[src/sv/sliding_window_reorder_buffer_defines.svh]
// Assertion macros for the reorder buffer.
// SWRB_ASSERT_IMP checks cons in the same cycle as ante.
// SWRB_ASSERT_NXT checks cons in the cycle after ante.
`ifndef SLIDING_WINDOW_REORDER_BUFFER_DEFINES_SVH
`define SLIDING_WINDOW_REORDER_BUFFER_DEFINES_SVH

`ifndef SYNTH
`define SWRB_ASSERT_IMP(lbl, clk, rst, ante, cons, msg) \
   lbl: assert property (@(posedge clk) disable iff (rst) (ante) |-> (cons)) else $error(msg);
`define SWRB_ASSERT_NXT(lbl, clk, rst, ante, cons, msg) \
   lbl: assert property (@(posedge clk) disable iff (rst) (ante) |=> (cons)) else $error(msg);
`else
`define SWRB_ASSERT_IMP(lbl, clk, rst, ante, cons, msg)
`define SWRB_ASSERT_NXT(lbl, clk, rst, ante, cons, msg)
`endif

`endif

[src/sv/swrb_pkg.sv]
`default_nettype none

package swrb_pkg;

   // fixed field widths
   localparam int FILE_W = 24;
   localparam int SIZE_W = 11;
   localparam int BOFF_W = 10;
   localparam int BYTE_W = 8;

   typedef enum logic {
      OP_PAYLOAD = 1'b0,
      OP_DRAIN   = 1'b1
   } opcode_type;

   typedef enum logic [1:0] {
      CS_NONE     = 2'd0,
      CS_ACCEPTED = 2'd1,
      CS_OUTSIDE  = 2'd2,
      CS_MISMATCH = 2'd3
   } chunk_status_type;

   typedef enum logic [1:0] {
      S_IDLE,
      S_LOCATE,
      S_COMMIT,
      S_DRAIN
   } state_type;

   // slot locate unit status
   typedef struct packed {
      logic done;
      logic aligned;
   } div_status_type;

endpackage

`default_nettype wire

[src/sv/swrb_slot_div.sv]
`default_nettype none

// Splits a window-relative offset into slot index and an aligned flag (in-chunk
// remainder is zero) by reciprocal multiply and one correction step. The offset is captured at
// start, then three register stages; done pulses as the slot and aligned flag are registered.
module swrb_slot_div #(
   parameter int CHUNK_BYTES = 1024,
   parameter int REL_W       = 15,
   parameter int SLOT_W      = 5
) (
   input  logic                        clock,
   input  logic                        reset,
   input  logic                        start,
   input  logic [REL_W-1:0]            rel,
   output logic [SLOT_W-1:0]           slot,
   output swrb_pkg::div_status_type    status
);

   import swrb_pkg::*;

   localparam int CW    = $clog2(CHUNK_BYTES + 1);
   localparam int MUL_W = REL_W + 1;
   localparam int PROD_W = REL_W + MUL_W;
   localparam int KC_W  = SLOT_W + CW;
   localparam logic [MUL_W-1:0] RECIP = MUL_W'((64'(1) << REL_W) / CHUNK_BYTES);
   localparam logic [REL_W:0]   CHUNK_R = (REL_W + 1)'(CHUNK_BYTES);

   logic                v0_ff, v1_ff, v2_ff, done_ff;
   logic [REL_W-1:0]    rel0_ff, rel1_ff, rel2_ff;
   logic [PROD_W-1:0]   prod_ff;
   logic [SLOT_W-1:0]   kest_ff, slot_ff;
   logic [KC_W-1:0]     kc_ff;
   logic                aligned_ff;
   logic [REL_W:0]      rem;
   logic                fix;
   logic [REL_W:0]      rem_fixed;

   // stage valids
   always_ff @(posedge clock) begin
      if (reset) begin
         v0_ff   <= 1'b0;
         v1_ff   <= 1'b0;
         v2_ff   <= 1'b0;
         done_ff <= 1'b0;
      end else begin
         v0_ff   <= start;
         v1_ff   <= v0_ff;
         v2_ff   <= v1_ff;
         done_ff <= v2_ff;
      end
   end

   // estimate: quotient is kest or kest + 1
   always_ff @(posedge clock) begin
      if (start) begin
         rel0_ff <= rel;
      end
      if (v0_ff) begin
         rel1_ff <= rel0_ff;
         prod_ff <= PROD_W'(rel0_ff) * PROD_W'(RECIP);
      end
      if (v1_ff) begin
         rel2_ff <= rel1_ff;
         kest_ff <= prod_ff[REL_W +: SLOT_W];
         kc_ff   <= KC_W'(prod_ff[REL_W +: SLOT_W]) * KC_W'(CHUNK_BYTES);
      end
   end

   // correction step
   always_comb begin
      rem       = (REL_W + 1)'(rel2_ff) - (REL_W + 1)'(kc_ff);
      fix       = (rem >= CHUNK_R);
      rem_fixed = fix ? rem - CHUNK_R : rem;
   end

   always_ff @(posedge clock) begin
      if (v2_ff) begin
         slot_ff    <= fix ? kest_ff + SLOT_W'(1) : kest_ff;
         aligned_ff <= (rem_fixed == '0);
      end
   end

   assign slot           = slot_ff;
   assign status.done    = done_ff;
   assign status.aligned = aligned_ff;

endmodule

`default_nettype wire

[config.mk]
export PLATFORM = sky130hd
export DESIGN_NAME = swrb_slot_div
export DESIGN_NICKNAME = d
export VERILOG_FILES = /design/src/sv/sliding_window_reorder_buffer_defines.svh /design/src/sv/swrb_pkg.sv /design/src/sv/swrb_slot_div.sv
export SDC_FILE = /design/constraint.sdc
export NUM_CORES = 1
export LEC_CHECK = 0
export BUFFER_PORTS_ARGS = -buffer_cell sky130_fd_sc_hd__clkbuf_2
export CAP_MARGIN = 20
export CORE_ASPECT_RATIO = 2
export CORE_MARGIN = 10
export CORE_UTILIZATION = 40
export DETAILED_ROUTE_END_ITERATION = 10
export GPL_TIMING_DRIVEN = 0
export RECOVER_POWER = 25
export SYNTH_ARGS = -nofsm -noshare
export SYNTH_HDL_FRONTEND = slang
export SYNTH_SLANG_ARGS = --single-unit
export TNS_END_PERCENT = 30
[constraint.sdc]
create_clock -name clock -period 3.8 [get_ports clock]
set_input_delay 0 -clock clock [delete_from_list [all_inputs] [get_ports clock]]
set_output_delay 0 -clock clock [all_outputs]
set_load 0.02 [all_outputs]
==> reports/metrics.yaml <==
min_path:
  hp-class: "primary input to flip-flop"
  min_to: "rel0_ff[6]"
  hp-start: "start"
  whs_path_depth: 1
timing:
  worst_pin_slew_ns: 0.742
  hold_violations: 0
  rsz0062_at_grt: "no"
  skew_ns: 0.00654
  slew_headroom: 0.505
  clock.fmax_mhz: 787
  slew_violations: 0
  worst_slack_ns: 2.53
  finalSetupViolCount: 0
  setup_tns_ns: 0
  fin_crit_sh: 0.334
  fin_crit_ns: 1.27
placement:
  port_buffers: 24
  place_area_um2: 1870
  gp_congestion: 0.655
  post-place-ws_ns: 2.53
  place_inst: 140
power:
  power_uw: 1040
  power.density_nw_per_um2: 490
  ir_drop_v: 0.000325
  p_leak_uw: 0.000745
setup_path:
  critPathLaunchType: "flip-flop"
  critical_path.max_fanout: 1
  reg2reg_slack_ns: 2.53
  crit_path_end_kind: "flip-flop"
  rr_worst_depth: 2
  r2r_end: "aligned_ff"
  required_ns: 3.93
  worstPathArrival_ns: 1.40
  path_class: "flip-flop to flip-flop"
  reg2reg_from: "rel2_ff[9]"
global_routing:
  grt_usage: 0.0574
  grt_pass1_vias: 766
  antenna_found_initial: 0
  grt_max_degree: 17
  overflow: 0
  grt_pass1_wl_um: 3260
clocking:
  postCtsSetupBuffers: 0
  path_clk_slew_ns: 0.09
  clock_latency_ns: 0.29
  clock_path_buffers: 2
  clock_sinks: 55
  cts_buffers: 5
  cts-root-buf: "clkbuf_8"
  cts.htree.levels: 2
  cts_tree: "yes"
route:
  antenna_left: 0
  dr.first_iter.drc_count: 7
  firstDrtPassIters: 4
  vias_per_cell: 4.10
  drc: 0
  wire_per_inst_um: 11.4
  vias: 672
  wl_um: 1870
synth:
  syn_nets: 82
  syn_area_per_cell_um2: 26.3
  syn_area_um2: 1680
  ys_seq_area_frac: 0.958
  ys_warn_count: 0
  synthCells: 64
  synth_seq_cells: 55
  synth_cell_types: 7
die:
  fp.dieArea_um2: 7360
  fp.dieW_um: 65.9
  ios: 25
  rows: 33
  coreArea_um2: 4090
  start_util: 0.412
  die_y_um: 112
cells_and_area:
  fillers: 324
  nets: 129
  finalNonFillerCells: 164
  drive_gt1_frac: 0.304
  final_area_um2: 2120
  n_antenna_cell: 0
  layout_common_cells: "51 x edfxtp_1, 23 x clkbuf_2, 16 x dlygate4sd3_1"
  syn_to_final_growth_pct: 25.9
  layout_commonest_cell: "edfxtp_1"
flow_run:
  max-cap-violations: 0
run_status:
  status: "finished, final reports clean"
## worst max-delay path, cell delays in order, from the launching register on
cell and delay, ns:
edfxtp_1 0.37, or4_4 0.54, nor4_2 0.20
## power breakdown
| part | internal, uW | switching, uW | total (uW) |
|---|---|---|---|
| sequential | 694 | 11.2 | 706 |
| clock | 147 | 159 | 306 |
| combinational | 18.2 | 8.92 | 27.1 |
## state kept, by name (all words and copies together) (netlist names)
signal,cells
prod_ff,15
done_ff,1
rel0_ff,15
v0_ff,1
rel2_ff,15
aligned_ff,1
v2_ff,1
v1_ff,1
slot,5
## metal layers
metal / part of all wire / vias up / track usage / routed length, um
met5: 0 / - / 0 / 0
li1: - / 342 / - / -
met4: 0.026 / 0 / 0.0431 / 48
met3: 0.090 / 4 / 0.0321 / 169
met1: 0.35 / 300 / 0.0470 / 658
met2: 0.53 / 26 / 0.0960 / 994
## kinds of logic after synthesis
| logic type | Yosys count | share of synthesized area |
|---|---|---|
| buf+inv | 2 | 0.00892 |
| simple gates | 7 | 0.0335 |
| flops | 55 | 0.958 |
## area by class of cell
type	count	area [um2]	area share
multi-input combinational	7	56.3	0.0266
timing repair buffer	40	279	0.132
clock inverter	1	5.00	0.00236
buffer	2	15.0	0.00709
clock buffer	7	86.3	0.0408
tap	52	65.1	0.0307
sequential	55	1610	0.761
## per-stage QoR
stage | utilization | hold slack, ns
detailed placement | 0.457 | 0.179
CTS | 0.519 | 0.170
global route | 0.518 | 0.340
global placement | 0.457 | 0.176
finish | 0.518 | 0.291
floorplan | - | 0.0716
## Yosys cell counts
library cell / n / area share
buf_4: 2 / 0.0089
dfxtp_1: 4 / 0.048
edfxtp_1: 51 / 0.91
nor2b_1: 4 / 0.015
nor4_2: 1 / 0.0074
or4_1: 1 / 0.0045
or4_4: 1 / 0.0067
## worst max path at each step
stage	start	endpoint	slack [ns]	cells past startpoint
6_report	rel2_ff[9]	aligned_ff	2.53	2
5_1_grt	rel2_ff[9]	aligned_ff	2.49	2
2_1_floorplan	rel2_ff[9]	aligned_ff	2.58	2
3_3_place_gp	rel2_ff[9]	aligned_ff	2.55	2
4_1_cts	rel2_ff[9]	aligned_ff	2.51	2
3_5_place_dp	rel2_ff[9]	aligned_ff	2.53	2
## repair_timing
item,CTS,global route
endpoints found under the hold margin,19,0
setup endpoints to repair,0,0
hold buffers,16,0
gates resized for setup,0,0
No activity file was read; power rests on OpenSTA's default activity.
